`config.mk`:
```
export PLATFORM = sky130hd
export DESIGN_NAME = json_string_unescape_unit
export DESIGN_NICKNAME = d
export VERILOG_FILES = /design/src/jsu_pkg.sv /design/src/jsu_front.sv /design/src/jsu_queue.sv /design/src/jsu_back.sv /design/src/json_string_unescape_unit.sv
export SDC_FILE = /design/constraint.sdc
export NUM_CORES = 1
export LEC_CHECK = 0
export ABC_AREA = 0
export BUFFER_PORTS_ARGS = -buffer_cell sky130_fd_sc_hd__buf_2
export CAP_MARGIN = 25
export CORE_ASPECT_RATIO = 1.75
export CORE_MARGIN = 4
export CORE_UTILIZATION = 50
export DETAILED_ROUTE_END_ITERATION = 10
export PLACE_DENSITY = 0.74
export SLEW_MARGIN = 10
export SYNTH_ARGS = -nofsm -noshare
export SYNTH_HDL_FRONTEND = slang
export SYNTH_SLANG_ARGS = --single-unit
```
`constraint.sdc`:
```
create_clock -name aclk -period 5.6 [get_ports aclk]
set_input_delay 1.12 -clock aclk [delete_from_list [all_inputs] [get_ports aclk]]
set_output_delay 1.12 -clock aclk [all_outputs]
set_load 0.1 [all_outputs]
```
`src/jsu_pkg.sv`:
```
`default_nettype none
package jsu_pkg;

    // front state
    typedef enum logic [2:0] {
        PH_WAIT,
        PH_BODY,
        PH_ESC,
        PH_HEX,
        PH_HEXBAD
    } phase_t;

    typedef enum logic [1:0] {
        KIND_DATA,
        KIND_DONE,
        KIND_ERR
    } kind_t;

    // error codes
    localparam logic [2:0] ERR_NO_OPEN  = 3'd0;
    localparam logic [2:0] ERR_END_ESC  = 3'd1;
    localparam logic [2:0] ERR_END_HEX  = 3'd2;
    localparam logic [2:0] ERR_BAD_HEX  = 3'd3;
    localparam logic [2:0] ERR_BAD_ESC  = 3'd4;
    localparam logic [2:0] ERR_CTRL     = 3'd5;
    localparam logic [2:0] ERR_UNTERM   = 3'd6;
    localparam logic [2:0] ERR_NONE     = 3'd0;

    // characters
    localparam logic [7:0] CH_QUOTE     = 8'h22;
    localparam logic [7:0] CH_BSLASH    = 8'h5C;
    localparam logic [7:0] CH_U         = 8'h75;
    localparam logic [7:0] CH_SPACE     = 8'h20;

    // UTF-8 encoding
    localparam logic [15:0] CP_1B_LIMIT = 16'h0080;
    localparam logic [15:0] CP_2B_LIMIT = 16'h0800;
    localparam logic [7:0]  UTF_LEAD2   = 8'hC0;
    localparam logic [7:0]  UTF_LEAD3   = 8'hE0;
    localparam logic [7:0]  UTF_CONT    = 8'h80;

    // result queue
    localparam int Q_DEPTH = 4;
    localparam int Q_PTR_W = $clog2(Q_DEPTH);
    localparam int Q_CNT_W = $clog2(Q_DEPTH + 1);

    // one queue entry: the one to three results caused by one input beat
    typedef struct packed {
        kind_t           kind;
        logic [2:0]      code;
        logic [1:0]      n_last;   // index of the final result
        logic [2:0][7:0] bytes;
    } cmd_t;

    // {valid, value}
    function automatic logic [4:0] hex_value(input logic [7:0] c);
        logic [4:0] r;
        r = 5'd0;
        if (c >= 8'h30 && c <= 8'h39) begin
            r = {1'b1, c[3:0]};
        end else if ((c >= 8'h61 && c <= 8'h66) || (c >= 8'h41 && c <= 8'h46)) begin
            r = {1'b1, c[3:0] + 4'd9};
        end
        return r;
    endfunction

    // {valid, byte}
    function automatic logic [8:0] simple_escape(input logic [7:0] e);
        logic [8:0] r;
        unique case (e)
            8'h22:   r = {1'b1, 8'h22};
            8'h5C:   r = {1'b1, 8'h5C};
            8'h2F:   r = {1'b1, 8'h2F};
            8'h62:   r = {1'b1, 8'h08};
            8'h66:   r = {1'b1, 8'h0C};
            8'h6E:   r = {1'b1, 8'h0A};
            8'h72:   r = {1'b1, 8'h0D};
            8'h74:   r = {1'b1, 8'h09};
            default: r = 9'd0;
        endcase
        return r;
    endfunction

endpackage
`default_nettype wire

```
`src/jsu_front.sv`:
```
`default_nettype none
module jsu_front (
    input  wire logic          aclk,
    input  wire logic          aresetn,
    input  wire logic          s_valid,
    output logic               s_ready,
    input  wire logic [7:0]    s_in_byte,
    input  wire logic          s_end_of_text,
    input  wire logic          q_full,
    output logic               push,
    output jsu_pkg::cmd_t      push_cmd
);

    jsu_pkg::phase_t phase_reg, phase_next;
    logic [15:0]     cp_reg, cp_next;
    logic [1:0]      hc_reg, hc_next;

    logic            accept;
    logic            emit;
    logic [4:0]      hv;
    logic [8:0]      esc;
    logic [15:0]     cp_new;

    assign s_ready = !q_full;
    assign accept  = s_valid && s_ready;
    assign push    = accept && emit;

    assign hv     = jsu_pkg::hex_value(s_in_byte);
    assign esc    = jsu_pkg::simple_escape(s_in_byte);
    assign cp_new = {cp_reg[11:0], hv[3:0]};

    always_ff @(posedge aclk) begin
        if (!aresetn) begin
            phase_reg <= jsu_pkg::PH_WAIT;
            cp_reg    <= '0;
            hc_reg    <= '0;
        end else if (accept) begin
            phase_reg <= phase_next;
            cp_reg    <= cp_next;
            hc_reg    <= hc_next;
        end
    end

    always_comb begin
        phase_next      = phase_reg;
        cp_next         = cp_reg;
        hc_next         = hc_reg;
        emit            = 1'b0;
        push_cmd.kind   = jsu_pkg::KIND_DATA;
        push_cmd.code   = jsu_pkg::ERR_NONE;
        push_cmd.n_last = 2'd0;
        push_cmd.bytes  = '0;

        unique case (phase_reg)
            jsu_pkg::PH_BODY: begin
                if (s_end_of_text) begin
                    phase_next = jsu_pkg::PH_WAIT;
                    emit = 1'b1;
                    push_cmd.kind = jsu_pkg::KIND_ERR;
                    push_cmd.code = jsu_pkg::ERR_UNTERM;
                end else if (s_in_byte == jsu_pkg::CH_QUOTE) begin
                    phase_next = jsu_pkg::PH_WAIT;
                    emit = 1'b1;
                    push_cmd.kind = jsu_pkg::KIND_DONE;
                end else if (s_in_byte == jsu_pkg::CH_BSLASH) begin
                    phase_next = jsu_pkg::PH_ESC;
                end else if (s_in_byte < jsu_pkg::CH_SPACE) begin
                    phase_next = jsu_pkg::PH_WAIT;
                    emit = 1'b1;
                    push_cmd.kind = jsu_pkg::KIND_ERR;
                    push_cmd.code = jsu_pkg::ERR_CTRL;
                end else begin
                    emit = 1'b1;
                    push_cmd.bytes[0] = s_in_byte;
                end
            end
            jsu_pkg::PH_ESC: begin
                if (s_end_of_text) begin
                    phase_next = jsu_pkg::PH_WAIT;
                    emit = 1'b1;
                    push_cmd.kind = jsu_pkg::KIND_ERR;
                    push_cmd.code = jsu_pkg::ERR_END_ESC;
                end else if (s_in_byte == jsu_pkg::CH_U) begin
                    phase_next = jsu_pkg::PH_HEX;
                    cp_next = '0;
                    hc_next = '0;
                end else if (esc[8]) begin
                    phase_next = jsu_pkg::PH_BODY;
                    emit = 1'b1;
                    push_cmd.bytes[0] = esc[7:0];
                end else begin
                    phase_next = jsu_pkg::PH_WAIT;
                    emit = 1'b1;
                    push_cmd.kind = jsu_pkg::KIND_ERR;
                    push_cmd.code = jsu_pkg::ERR_BAD_ESC;
                end
            end
            jsu_pkg::PH_HEX: begin
                if (s_end_of_text) begin
                    phase_next = jsu_pkg::PH_WAIT;
                    emit = 1'b1;
                    push_cmd.kind = jsu_pkg::KIND_ERR;
                    push_cmd.code = jsu_pkg::ERR_END_HEX;
                end else if (!hv[4]) begin
                    if (hc_reg == 2'd3) begin
                        phase_next = jsu_pkg::PH_WAIT;
                        emit = 1'b1;
                        push_cmd.kind = jsu_pkg::KIND_ERR;
                        push_cmd.code = jsu_pkg::ERR_BAD_HEX;
                    end else begin
                        hc_next = hc_reg + 2'd1;
                        phase_next = jsu_pkg::PH_HEXBAD;
                    end
                end else begin
                    cp_next = cp_new;
                    if (hc_reg == 2'd3) begin
                        hc_next = '0;
                        phase_next = jsu_pkg::PH_BODY;
                        emit = 1'b1;
                        if (cp_new < jsu_pkg::CP_1B_LIMIT) begin
                            push_cmd.bytes[0] = cp_new[7:0];
                        end else if (cp_new < jsu_pkg::CP_2B_LIMIT) begin
                            push_cmd.n_last   = 2'd1;
                            push_cmd.bytes[0] = jsu_pkg::UTF_LEAD2 | {3'b0, cp_new[10:6]};
                            push_cmd.bytes[1] = jsu_pkg::UTF_CONT | {2'b0, cp_new[5:0]};
                        end else begin
                            push_cmd.n_last   = 2'd2;
                            push_cmd.bytes[0] = jsu_pkg::UTF_LEAD3 | {4'b0, cp_new[15:12]};
                            push_cmd.bytes[1] = jsu_pkg::UTF_CONT | {2'b0, cp_new[11:6]};
                            push_cmd.bytes[2] = jsu_pkg::UTF_CONT | {2'b0, cp_new[5:0]};
                        end
                    end else begin
                        hc_next = hc_reg + 2'd1;
                    end
                end
            end
            jsu_pkg::PH_HEXBAD: begin
                // bad digit seen: swallow the rest of the four characters
                if (s_end_of_text) begin
                    phase_next = jsu_pkg::PH_WAIT;
                    emit = 1'b1;
                    push_cmd.kind = jsu_pkg::KIND_ERR;
                    push_cmd.code = jsu_pkg::ERR_END_HEX;
                end else if (hc_reg == 2'd3) begin
                    phase_next = jsu_pkg::PH_WAIT;
                    emit = 1'b1;
                    push_cmd.kind = jsu_pkg::KIND_ERR;
                    push_cmd.code = jsu_pkg::ERR_BAD_HEX;
                end else begin
                    hc_next = hc_reg + 2'd1;
                end
            end
            default: begin
                // waiting for the opening quote
                if (s_end_of_text || s_in_byte != jsu_pkg::CH_QUOTE) begin
                    phase_next = jsu_pkg::PH_WAIT;
                    emit = 1'b1;
                    push_cmd.kind = jsu_pkg::KIND_ERR;
                    push_cmd.code = jsu_pkg::ERR_NO_OPEN;
                end else begin
                    phase_next = jsu_pkg::PH_BODY;
                end
            end
        endcase
    end

endmodule
`default_nettype wire

```
`src/jsu_queue.sv`:
```
`default_nettype none
module jsu_queue (
    input  wire logic          aclk,
    input  wire logic          aresetn,
    input  wire logic          push,
    input  wire jsu_pkg::cmd_t push_cmd,
    input  wire logic          pop,
    output logic               full,
    output logic               empty,
    output jsu_pkg::cmd_t      head
);

    jsu_pkg::cmd_t                 entry_reg [jsu_pkg::Q_DEPTH];
    logic [jsu_pkg::Q_PTR_W-1:0]   wr_ptr_reg, rd_ptr_reg;
    logic [jsu_pkg::Q_CNT_W-1:0]   count_reg;

    assign full  = count_reg == jsu_pkg::Q_CNT_W'(jsu_pkg::Q_DEPTH);
    assign empty = count_reg == '0;
    assign head  = entry_reg[rd_ptr_reg];

    always_ff @(posedge aclk) begin
        if (push) begin
            entry_reg[wr_ptr_reg] <= push_cmd;
        end
    end

    always_ff @(posedge aclk) begin
        if (!aresetn) begin
            wr_ptr_reg <= '0;
            rd_ptr_reg <= '0;
            count_reg  <= '0;
        end else begin
            if (push) begin
                wr_ptr_reg <= wr_ptr_reg + 1'b1;
            end
            if (pop) begin
                rd_ptr_reg <= rd_ptr_reg + 1'b1;
            end
            if (push && !pop) begin
                count_reg <= count_reg + 1'b1;
            end else if (pop && !push) begin
                count_reg <= count_reg - 1'b1;
            end
        end
    end

endmodule
`default_nettype wire

```
`src/jsu_back.sv`:
```
`default_nettype none
module jsu_back (
    input  wire logic          aclk,
    input  wire logic          aresetn,
    input  wire logic          q_empty,
    input  wire jsu_pkg::cmd_t head,
    output logic               pop,
    output logic               m_valid,
    input  wire logic          m_ready,
    output logic [1:0]         m_out_kind,
    output logic [7:0]         m_out_byte,
    output logic [2:0]         m_error_code,
    output logic               m_last
);

    logic [1:0] sel_reg;
    logic       valid_reg;
    logic [1:0] kind_reg;
    logic [7:0] byte_reg;
    logic [2:0] code_reg;
    logic       last_reg;

    logic       load;
    logic       is_last;
    logic [7:0] sel_byte;

    assign load    = !q_empty && (!valid_reg || m_ready);
    assign is_last = sel_reg == head.n_last;
    assign pop     = load && is_last;

    always_comb begin
        unique case (sel_reg)
            2'd0:    sel_byte = head.bytes[0];
            2'd1:    sel_byte = head.bytes[1];
            2'd2:    sel_byte = head.bytes[2];
            default: sel_byte = '0;
        endcase
    end

    always_ff @(posedge aclk) begin
        if (!aresetn) begin
            valid_reg <= 1'b0;
            sel_reg   <= '0;
        end else begin
            if (load) begin
                valid_reg <= 1'b1;
                sel_reg   <= is_last ? 2'd0 : sel_reg + 2'd1;
            end else if (m_ready) begin
                valid_reg <= 1'b0;
            end
        end
    end

    always_ff @(posedge aclk) begin
        if (load) begin
            kind_reg <= head.kind;
            byte_reg <= sel_byte;
            code_reg <= head.code;
            last_reg <= is_last;
        end
    end

    assign m_valid      = valid_reg;
    assign m_out_kind   = kind_reg;
    assign m_out_byte   = byte_reg;
    assign m_error_code = code_reg;
    assign m_last       = last_reg;

endmodule
`default_nettype wire

```
`src/json_string_unescape_unit.sv`:
```
// Channel | Direction | Ports                                   | Handshake
// input   | in        | s_in_byte, s_end_of_text                | s_valid / s_ready
// result  | out       | m_out_kind, m_out_byte, m_error_code,   | m_valid / m_ready
//         |           | m_last                                  |
//
// One input beat is taken per cycle while the result queue has room; the front
// decodes it in that same cycle and queues the results it causes.
// The back drains one result per cycle while m_ready is high, so a \u escape that
// makes two or three UTF-8 bytes keeps the back on one entry; the queue absorbs it.
// An input beat's first result goes through the queue entry, then the output register.
// aresetn is synchronous, active low; it returns the parser to waiting for a quote.
// m_ready low only stalls the back; the front keeps going until the queue fills.
`default_nettype none
module json_string_unescape_unit (
    input  wire logic       aclk,
    input  wire logic       aresetn,
    input  wire logic       s_valid,
    output logic            s_ready,
    input  wire logic [7:0] s_in_byte,
    input  wire logic       s_end_of_text,
    output logic            m_valid,
    input  wire logic       m_ready,
    output logic [1:0]      m_out_kind,
    output logic [7:0]      m_out_byte,
    output logic [2:0]      m_error_code,
    output logic            m_last
);

    // front -> queue
    logic          push;
    jsu_pkg::cmd_t push_cmd;
    logic          q_full;

    // queue -> back
    logic          q_empty;
    logic          pop;
    jsu_pkg::cmd_t head;

    // Front: parser state (phase, code point, hex count); one beat per cycle while q_full low.
    jsu_front u_front (
        .aclk          (aclk),
        .aresetn       (aresetn),
        .s_valid       (s_valid),
        .s_ready       (s_ready),
        .s_in_byte     (s_in_byte),
        .s_end_of_text (s_end_of_text),
        .q_full        (q_full),
        .push          (push),
        .push_cmd      (push_cmd)
    );

    // Queue: one entry per input beat that yields any result.
    jsu_queue u_queue (
        .aclk     (aclk),
        .aresetn  (aresetn),
        .push     (push),
        .push_cmd (push_cmd),
        .pop      (pop),
        .full     (q_full),
        .empty    (q_empty),
        .head     (head)
    );

    // Back: walks an entry's bytes into the output register, flags the last.
    jsu_back u_back (
        .aclk         (aclk),
        .aresetn      (aresetn),
        .q_empty      (q_empty),
        .head         (head),
        .pop          (pop),
        .m_valid      (m_valid),
        .m_ready      (m_ready),
        .m_out_kind   (m_out_kind),
        .m_out_byte   (m_out_byte),
        .m_error_code (m_error_code),
        .m_last       (m_last)
    );

endmodule
`default_nettype wire

```
==> Yosys cells after proc, flatten, opt, wreduce, memory -nomap -nowiden <==
Memories as Yosys holds them, arrays and structs flattened. A register that Yosys moved wholly into a read port is not among the register bits.
Cells that the tools add are included.
{ "op_classes": {"magnitude_cmp": 9, "add_sub_neg": 7, "reduce_logical": 27, "eq_ne": 27, "n_mux": 81} }
{ "ops": {"columns": ["operator", "count"], "rows": [
  ["$mux 26", 3],
  ["$mux 8", 9],
  ["$pmux 9 s8", 1],
  ["$mux 5", 13],
  ["$eq 8x7->1 const B", 7],
  ["$mux 12", 4],
  ["$pmux 8 s3", 2],
  ["$mux 3", 15],
  ["$mux 18", 2],
  ["$mux 2", 12],
  ["$pmux 12 s2", 1],
  ["$pmux 5 s4", 1],
  ["$eq 8x6->1 const B", 2],
  ["$ge 8x7->1 const B", 2],
  ["$le 8x7->1 const B", 2],
  ["$lt 16x12->1 const B", 1],
  ["$lt 16x8->1 const B", 1],
  ["$mux 1", 14],
  ["$mux 14", 1],
  ["$pmux 3 s4", 1],
  ["$reduce_and 6->1", 2],
  ["$logic_and 1x1->1", 9],
  ["$add 2x1->2 const B", 4],
  ["$ge 8x6->1 const B", 1],
  ["other kinds (27)", 41]
]} }
{ "word_totals": {"input_bits": 13, "memories": 1, "register_bits": 41, "wordCells": 164, "mem_bits_rw": 124, "output_inout_bits": 16} }
{ "memory_table": {"columns": ["memory", "words", "word_bits", "read_ports", "rd_ports_with_merged_regs", "wr", "line", "text"], "rows": [
  ["u_queue.entry_reg", 4, 31, 1, 1, 1, "jsu_queue.sv:13", "jsu_pkg::cmd_t entry_reg [jsu_pkg::Q_DEPTH];"]
]} }

==> Depth between registers and ports, before layout <==
Gate-level depths: netlist (run 1).
{ "logic_depth": {"depth_word": 12, "depth_mapped": 12, "depth_no_buf": 12} }

==> Modules after synthesis <==
From an unflattened synthesis (run 1), not the netlist that was laid out.
{ "hier_totals": {"cells_unflattened": 542, "area_unflattened_um2": 7626.1} }
{ "modules_own_cells": {"columns": ["module", "cells_per_inst", "instances", "seq_area_each_um2", "area_per_inst_um2"], "rows": [
  ["jsu_queue", 204, 1, 3903.7, 4919.7],
  ["jsu_front", 279, 1, 340.3, 1910.6],
  ["jsu_back", 59, 1, 480.5, 795.8]
]} }

==> Least setup slack after synthesis (run 1) <==
Ideal clock, no wire load.
{ "synth_path": {"path_kind": "input -> register", "from": "input s_in_byte[0]", "to": "register u_queue.count_reg[2] (netlist name)", "setup_ns": 0.071, "arrival_time_ns": 3.587, "stages": 12, "path_buffers": 0, "path_slack_ns": 1.942, "path_cell_list": "inv_1 -> ha_1 -> and3b_1 -> and2_0 -> o22a_1 -> a211oi_2 -> ha_1 -> inv_1 -> fa_1 -> xor2_1 -> or3_1 -> a21oi_1"} }
{ "synth_between": {"elab_chain_cells": 9} }
{ "synth_rtl": {"columns": ["element", "line", "text"], "rows": [
  ["from (decl)", "json_string_unescape_unit.sv:19", "input wire logic [7:0] s_in_byte,"],
  ["$eq 8x7->1", "jsu_front.sv:65", "end else if (s_in_byte == jsu_pkg::CH_BSLASH) begin"],
  ["$mux 1", "jsu_front.sv:65", null],
  ["$mux 1", "jsu_front.sv:61", "end else if (s_in_byte == jsu_pkg::CH_QUOTE) begin"],
  ["$mux 1", "jsu_front.sv:56", "if (s_end_of_text) begin"],
  ["$pmux 1 s3 *", "jsu_front.sv:54", "unique case (phase_reg)"],
  ["$logic_and 1x1->1 *", "jsu_front.sv:26", "assign push = accept && emit;"],
  ["net push", "json_string_unescape_unit.sv:30", "logic push;"],
  ["$logic_not 1->1", "jsu_queue.sv:41", "end else if (pop && !push) begin"],
  ["$logic_and 1x1->1", "jsu_queue.sv:41", null],
  ["$reduce_bool 2->1 (no source line)", null, null],
  ["to (signal assigned)", "jsu_queue.sv:40", "count_reg <= count_reg + 1'b1;"],
  ["to (signal assigned)", "jsu_queue.sv:42", "count_reg <= count_reg - 1'b1;"],
  ["to (decl)", "jsu_queue.sv:15", "logic [jsu_pkg::Q_CNT_W-1:0] count_reg;"]
]} }
Mark *: on every way through the listed nets, which the timed path passes. The rest lies on a longest branch.
A chain may end at the register's enable or synchronous reset.

==> Worst setup path after layout (run 1) <==
Same ends and word-level chain as after synthesis.

==> impl_metrics.tcl, run 1 <==
set metrics [dict create \
    outcome "complete, no violations" \
    tightest_slew_ns 1.032 \
    crit_fanout 8 \
    pwr_density_cell_nw_per_um2 483.0 \
    wl_met1_um 5855 \
    final_common_cell "edfxtp_1" \
    cts_buffers 17 \
    final_area_um2 8059 \
    ys_ff_latch 155 \
    wl_um 15890 \
    num_rows 57 \
    synth_fp_nets 565 \
    multi_input_area_um2 2621 \
    antenna_found_initial 0 \
    chipHeight_um 166.1 \
    n_fill_cell 1157 \
    critPathCaptureType "flip-flop" \
    nets 597 \
    cts_hold_buffers 0 \
    cts_resized 0 \
    via_count 4608 \
    placed_area_um2 7461 \
    dieArea_um2 16340 \
    yosys.area.top_type_share_pct 52.96 \
    worstPathRequired_ns 5.93 \
    synth_edf_count 126 \
    final-seq-area_um2 4365 \
    final_min_period_over_clock_period_pct 68.08 \
    crit_slowest_cell "a211oi_2" \
    worstPathCellList "buf_2 -> inv_1 -> ha_1 -> and3b_1 -> and2_0 -> o22a_1 -> a211oi_2 -> ha_1 -> inv_1 -> fa_1 -> xor2_1 -> or3_1 -> a21oi_1" \
    peakVddDrop_mv 0.2231 \
    finalPower_uw 3892 \
    largest_reg_flops 112 \
    first_iter_violations 403 \
    syn_area_per_cell_um2 13.38 \
    cp_data_arrival_time_ns 4.14 \
    ys_types 74 \
    drv_cap 0 \
    htreeDepth 4 \
    grt_usage_pct 20.40 \
    max_stage_delay_ns 0.51 \
    vias_per_cell 6.095 \
    synth.area.top_cells "edfxtp_1, mux4_2, dfxtp_1" \
    setup_violations 0 \
    grt_pass1_vias 4857 \
    finalHoldViolations 0 \
    rsz0062_at_grt "no" \
    fmax_mhz 262.3 \
    yosysWarnings 0 \
    syn_area_um2 7144 \
    drv_slew 0 \
    finalNonFillerCells 756 \
    critPathBufInv 3 \
    route.met2.wl_um 8718 \
    cts_buffer_depth 2 \
    area_growth_pct 12.80 \
    overflow 0 \
    synthCells 534 \
    io_pins 29 \
    layout_common_cells "edfxtp_1, nand2_1, a21oi_1, nor2_1" \
    gp_congestion 0.9484 \
    start_util_pct 51.11 \
    die_x_um 98.36 \
    hold_class "reg2reg" \
    drtPass1Iterations 5 \
    path_clk_slew_ns 0.06 \
    wl_met3_um 697 \
    ys_seq_area_share_pct 61.09 \
    drc 0 \
    port_buffers 28 \
    synth_ff_type "edfxtp_1" \
    top_layer_used "met4" \
    clkLatencyLatePin_ns 0.42 \
    fin_skew_ns 0.007842 \
    grt_first_pass_wirelength_um 25850 \
    grt_start_max_net_pins 31 \
    relSlewSlack_pct 30.67 \
    numClockSinks 155 \
    start_kind "input port" \
    diodes 0 \
    antenna_left 0 \
    crit_type "in2reg" \
    drive_gt1_share_pct 19.00 \
    crit_family "compound AO/OA/AOI/OAI gates" \
    synth_top_area_cell "edfxtp_1" \
    drt-wirelength-per-cell_um 21.01 \
    tritoncts "built" \
    synth_async_sr_flop_share_pct 0 \
    postCtsSetupBuffers 0 \
    fin_tns_setup_ns 0 \
    cts_root_buf "clkbuf_16" \
    dp_hpwl_um 10900 \
    place_inst 724 \
    core_um2 13980 \
    layout_min_cycle_time_ns 3.813 \
    p_leak_uw 0.002753 \
]
[tightest hold or removal path: stages (launching register included)]
cell and delay [ns]:
dfxtp_1 0.32, nand2_1 0.06, a21oi_1 0.05
[cells in the mapped netlist, types with 2 or more instances]
cell / number
inv_1: 17
nand4_1: 2
or3_1: 7
a211oi_1: 10
nand2b_1: 8
nor2b_1: 5
and2_1: 9
ha_1: 17
a22oi_1: 9
a31oi_1: 3
or3b_2: 3
a21o_1: 2
nor3b_1: 2
nand3_1: 5
nor3_1: 12
o32ai_1: 2
mux4_2: 27
and3_1: 4
nor2_1: 36
or4b_1: 2
nor4_1: 5
nand3b_1: 3
clkbuf_1: 15
o21ai_0: 7
dfxtp_1: 29
or2_0: 8
o31ai_1: 2
nand2_1: 51
edfxtp_1: 126
xor2_1: 4
buf_2: 4
mux2i_1: 2
o221ai_1: 5
a21oi_1: 42
xnor2_1: 7
or4_4: 2
o211ai_1: 3
[routing by layer]
| metal | GRT usage (%) | vias up |
|---|---|---|
| met2 | 36.63 | 168 |
| met3 | 3.237 | 45 |
| met5 | 0 | - |
| met4 | 10.29 | 0 |
| li1 | - | 2106 |
| met1 | 23.07 | 2289 |
[power breakdown]
group | internal [uW] | switching (uW)
Clock | 701 | 455
Sequential | 1470 | 62.9
Combinational | 339 | 863
[logic make-up (layout without fill, tap and decap cells)]
family / after synthesis / in the layout / share of synthesized area, %
multiplexers: 30 / 30 / 8.949
AO/OA/AOI/OAI: 103 / 103 / 9.930
adder cells (fa/ha/maj): 18 / 18 / 3.257
buffers and inverters: 39 / 84 / 2.224
AND/OR/NAND/NOR: 178 / 178 / 13.20
XOR/XNOR: 11 / 11 / 1.348
flip-flops: 155 / 155 / 61.09
[metrics by stage]
stage	hold slack [ns]	setup slack [ns]	util, %
floorplan	0.4441	1.942	-
global placement	0.4540	1.474	53.37
detailed placement	0.4741	1.339	53.37
CTS	0.4834	1.758	57.65
global route	0.5111	1.571	57.65
finish	0.4833	1.787	57.65
[final timing paths]
kind | slack (ns) | end | cells past startpoint | startpoint
max | 1.79 | u_queue.count_reg[2] | 13 | s_in_byte[0]
min | 0.48 | u_back.m_valid | 2 | u_back.m_valid
max reg2reg | 2.37 | u_queue.count_reg[2] | 11 | flip-flop
min reg2reg | 0.48 | u_back.m_valid | 2 | u_back.m_valid
[layout make-up]
| type | count | area share (%) |
|---|---|---|
| inverters | 18 | 0.8384 |
| clock buffers | 18 | 5.325 |
| flip-flops and latches | 155 | 54.17 |
| well taps | 177 | 2.748 |
| multi-input cells | 340 | 32.53 |
| repair buffers | 34 | 2.298 |
| clock inverters | 14 | 2.096 |
No activity file was read; power rests on OpenSTA's default activity.
==> inputs of run 2 (changes only) <==
--- a/config.mk
+++ b/config.mk
@@ -5,14 +5,14 @@
 export SDC_FILE = /design/constraint.sdc
 export NUM_CORES = 1
 export LEC_CHECK = 0
-export ABC_AREA = 0
+export ABC_AREA = 1
 export BUFFER_PORTS_ARGS = -buffer_cell sky130_fd_sc_hd__buf_2
 export CAP_MARGIN = 25
 export CORE_ASPECT_RATIO = 1.75
 export CORE_MARGIN = 4
 export CORE_UTILIZATION = 50
 export DETAILED_ROUTE_END_ITERATION = 10
-export PLACE_DENSITY = 0.74
+export PLACE_DENSITY = 0.76
 export SLEW_MARGIN = 10
 export SYNTH_ARGS = -nofsm -noshare
 export SYNTH_HDL_FRONTEND = slang
==> constraint.sdc (replaced) <==
create_clock -name aclk -period 3.3 [get_ports aclk]
set_input_delay 0.66 -clock aclk [delete_from_list [all_inputs] [get_ports aclk]]
set_output_delay 0.66 -clock aclk [all_outputs]
set_load 0.1 [all_outputs]
==> run 2 against run 1 <==
Clock skew is essentially flat. Sequential power is 73% higher. Worst hold slack better by 0.018 ns. Count of clock-buffer cells in the layout is 1 higher. Routed wire length increased by 10%. Critical path depth unchanged. Flip-flop and latch count stayed put. Highest routed layer unchanged. Largest power group unchanged. Synthesized cell count grew 50%.
==> impl_metrics.tcl, run 2 <==
set metrics [dict create \
    crit_family "simple AND/OR/NAND/NOR gates" \
    fin_hold_ws_ns 0.5015 \
    worstHoldStart "u_queue.rd_ptr_reg[1]" \
    grt_start_max_net_pins 47 \
    drtPass1Iterations 5 \
    drt-wirelength-per-cell_um 17.00 \
    wl_um 17490 \
    hold_depth 2 \
    synth_edf_count 126 \
    start_util_pct 50.66 \
    ys_ff_latch 155 \
    crit_slowest_cell "dfxtp_1" \
    place_inst 997 \
    yosys.area.top_type_share_pct 50.33 \
    grt_first_pass_wirelength_um 27160 \
    relSlewSlack_pct 60.73 \
    synth_most_common_cell "nand2_1" \
    clkLatencyLatePin_ns 0.42 \
    postCtsSetupBuffers 0 \
    drc 0 \
    start_kind "flip-flop" \
    cts_buffer_depth 2 \
    cts_hold_buffers 0 \
    n_fill_cell 1240 \
    grt_usage_pct 20.92 \
    p_leak_uw 0.003351 \
    crit_fanout 14 \
    htreeDepth 4 \
    power_switching_uw 2630 \
    antenna_left 0 \
    dieArea_um2 17140 \
    chipHeight_um 170.2 \
    die_x_um 100.7 \
    cp_data_arrival_time_ns 3.08 \
    seq_power_share_pct 39.3 \
    ys_types 38 \
    synthCells 800 \
    holdPathEnd "u_queue.rd_ptr_reg[1]" \
    yosysWarnings 0 \
    core_um2 14840 \
    max_stage_delay_ns 0.63 \
    drv_cap 0 \
    io_pins 29 \
    finalNonFillerCells 1029 \
    syn_area_um2 7517 \
    setup_violations 0 \
    critPathBufInv 2 \
    tightest_slew_ns 0.5829 \
    dp_hpwl_um 12020 \
    numClockSinks 155 \
    crit_type "reg2reg" \
    switching_share_pct 39.07 \
    r2r_cells 13 \
    cts_resized 0 \
    syn_area_per_cell_um2 9.397 \
    outcome "complete, no violations" \
    critPathCaptureType "flip-flop" \
    drv_slew 0 \
    crit_path_frequent_cell "nand3_1" \
    peakVddDrop_mv 0.4257 \
    cts_buffers 17 \
    port_buffers 28 \
    worstPathRequired_ns 3.61 \
    vias_per_cell 5.502 \
    tritoncts "built" \
    ys_seq_area_share_pct 58.06 \
    final_min_period_over_clock_period_pct 84.15 \
    area_growth_pct 12.03 \
    gp_congestion 0.9474 \
    synth.area.top_cells "edfxtp_1, dfxtp_1, nand2_1" \
    synthTopCellsByCount "nand2_1, nor2_1, edfxtp_1" \
    num_rows 59 \
    fin_tns_setup_ns 0 \
    first_iter_violations 526 \
    combinationalPowerShare_pct 33.3 \
    grt_pass1_vias 5336 \
    synth_ff_type "edfxtp_1" \
    utilization_pct 56.76 \
    largest_reg_flops 112 \
    antenna_found_initial 0 \
    final_common_cell "nand2_1" \
    ff2ff_setup_slack_ns 0.52 \
    overflow 0 \
    fmax_mhz 360.1 \
    synth_fp_nets 831 \
    rsz0062_at_grt "no" \
    path_clk_slew_ns 0.06 \
    regToRegEndpoint "u_queue.count_reg[2]" \
    drive_gt1_share_pct 13.59 \
    via_count 5662 \
    pwr_density_cell_nw_per_um2 799.3 \
    worstPathCellList "inv_1 -> nand2_1 -> nand3_1 -> nand3_1 -> nand2_1 -> nand3_1 -> ha_1 -> inv_1 -> fa_1 -> a21oi_1 -> o21ai_0 -> o21ai_0 -> a21oi_1" \
    diodes 0 \
    layout_common_cells "nand2_1, edfxtp_1, nor2_1, inv_1, o21ai_0" \
    p_clk_share_pct 27.5 \
    cts_root_buf "clkbuf_16" \
    hold_class "reg2reg" \
    synth_top_area_cell "edfxtp_1" \
    fin_skew_ns 0.008194 \
    nets 864 \
    layout_min_cycle_time_ns 2.777 \
    synth_async_sr_flop_share_pct 0 \
    internal-power_uw 4101 \
    finalHoldViolations 0 \
]
run 2: changes by cell type after synthesis, sizes merged, moves of 12 or more:
cell    change
a211oi     -12
a21oi      -15
nand3      +41
nand2     +106
mux4       -27
o22ai      +24
inv        +68
o21ai      +80
nor2      +102
run 2: per-layer routing:
metal / GRT usage [%] / share of wire, % / vias to the layer above / wire length (um)
met3: 3.610 / 3.8 / 56 / 673
met1: 23.00 / 37 / 2657 / 6491
met2: 37.59 / 54 / 184 / 9523
li1: - / - / 2765 / -
met5: 0 / 0 / - / 0
met4: 11.26 / 4.6 / 0 / 803
run 2: how the worst max path moves through the flow:
stage | slack [ns] | cells after the start | end
6_report | 0.52 | 13 | u_queue.count_reg[2]
5_1_grt | 0.24 | 13 | u_queue.count_reg[2]
4_1_cts | 0.57 | 13 | u_queue.count_reg[2]
3_5_place_dp | 0.38 | 17 | u_queue.count_reg[2]
3_3_place_gp | 0.41 | 17 | u_queue.count_reg[2]
2_1_floorplan | 0.18 | 6 | u_queue.entry_reg[0][0]
run 2: logic make-up (layout without fill, tap and decap cells):
logic type	after synthesis	in the layout	synth area share [%]
AOI/OAI and AO/OA	149	149	10.80
xor gates and xnor gates	5	5	0.6826
adders and majority gates	18	18	3.096
buffers and inverters	113	159	6.142
DFF	155	155	58.06
and+or+nand+nor	360	360	21.22
run 2: power by group through the flow:
stage / sequential [uW] / combinational [uW] / clock [uW]
after floorplan: 3360 / 1050 / 0
after global placement: 2670 / 2210 / 0
after detailed placement: 2680 / 2240 / 0
after CTS: 2640 / 2250 / 1860
after global routing: 2670 / 2440 / 1960
final: 2640 / 2240 / 1850
run 2: area by class of cell:
| class | count | area (um2) | area share, % |
|---|---|---|---|
| clock inverters | 13 | 127.6 | 1.515 |
| flip-flops and latches | 155 | 4364 | 51.82 |
| repair buffers | 41 | 237.7 | 2.823 |
| multi-input cells | 532 | 2705 | 32.12 |
| clock buffers | 19 | 432.9 | 5.140 |
| inverters | 86 | 325.3 | 3.863 |
| well taps | 183 | 229.0 | 2.719 |
run 2: metrics by stage:
stage / total power [uW] / setup WS (ns) / cell area (um2)
after floorplan: 4415 / 0.1784 / 7517
after global placement: 4887 / 0.4109 / 7861
after detailed placement: 4923 / 0.3766 / 7861
after CTS: 6757 / 0.5658 / 8422
after global routing: 7063 / 0.2408 / 8422
final: 6731 / 0.5231 / 8422
run 2: worst min-delay path, cell delays in order, from the launching register on:
cell and delay (ns):
dfxtp_1 0.32, nand2_1 0.06, a21oi_1 0.06
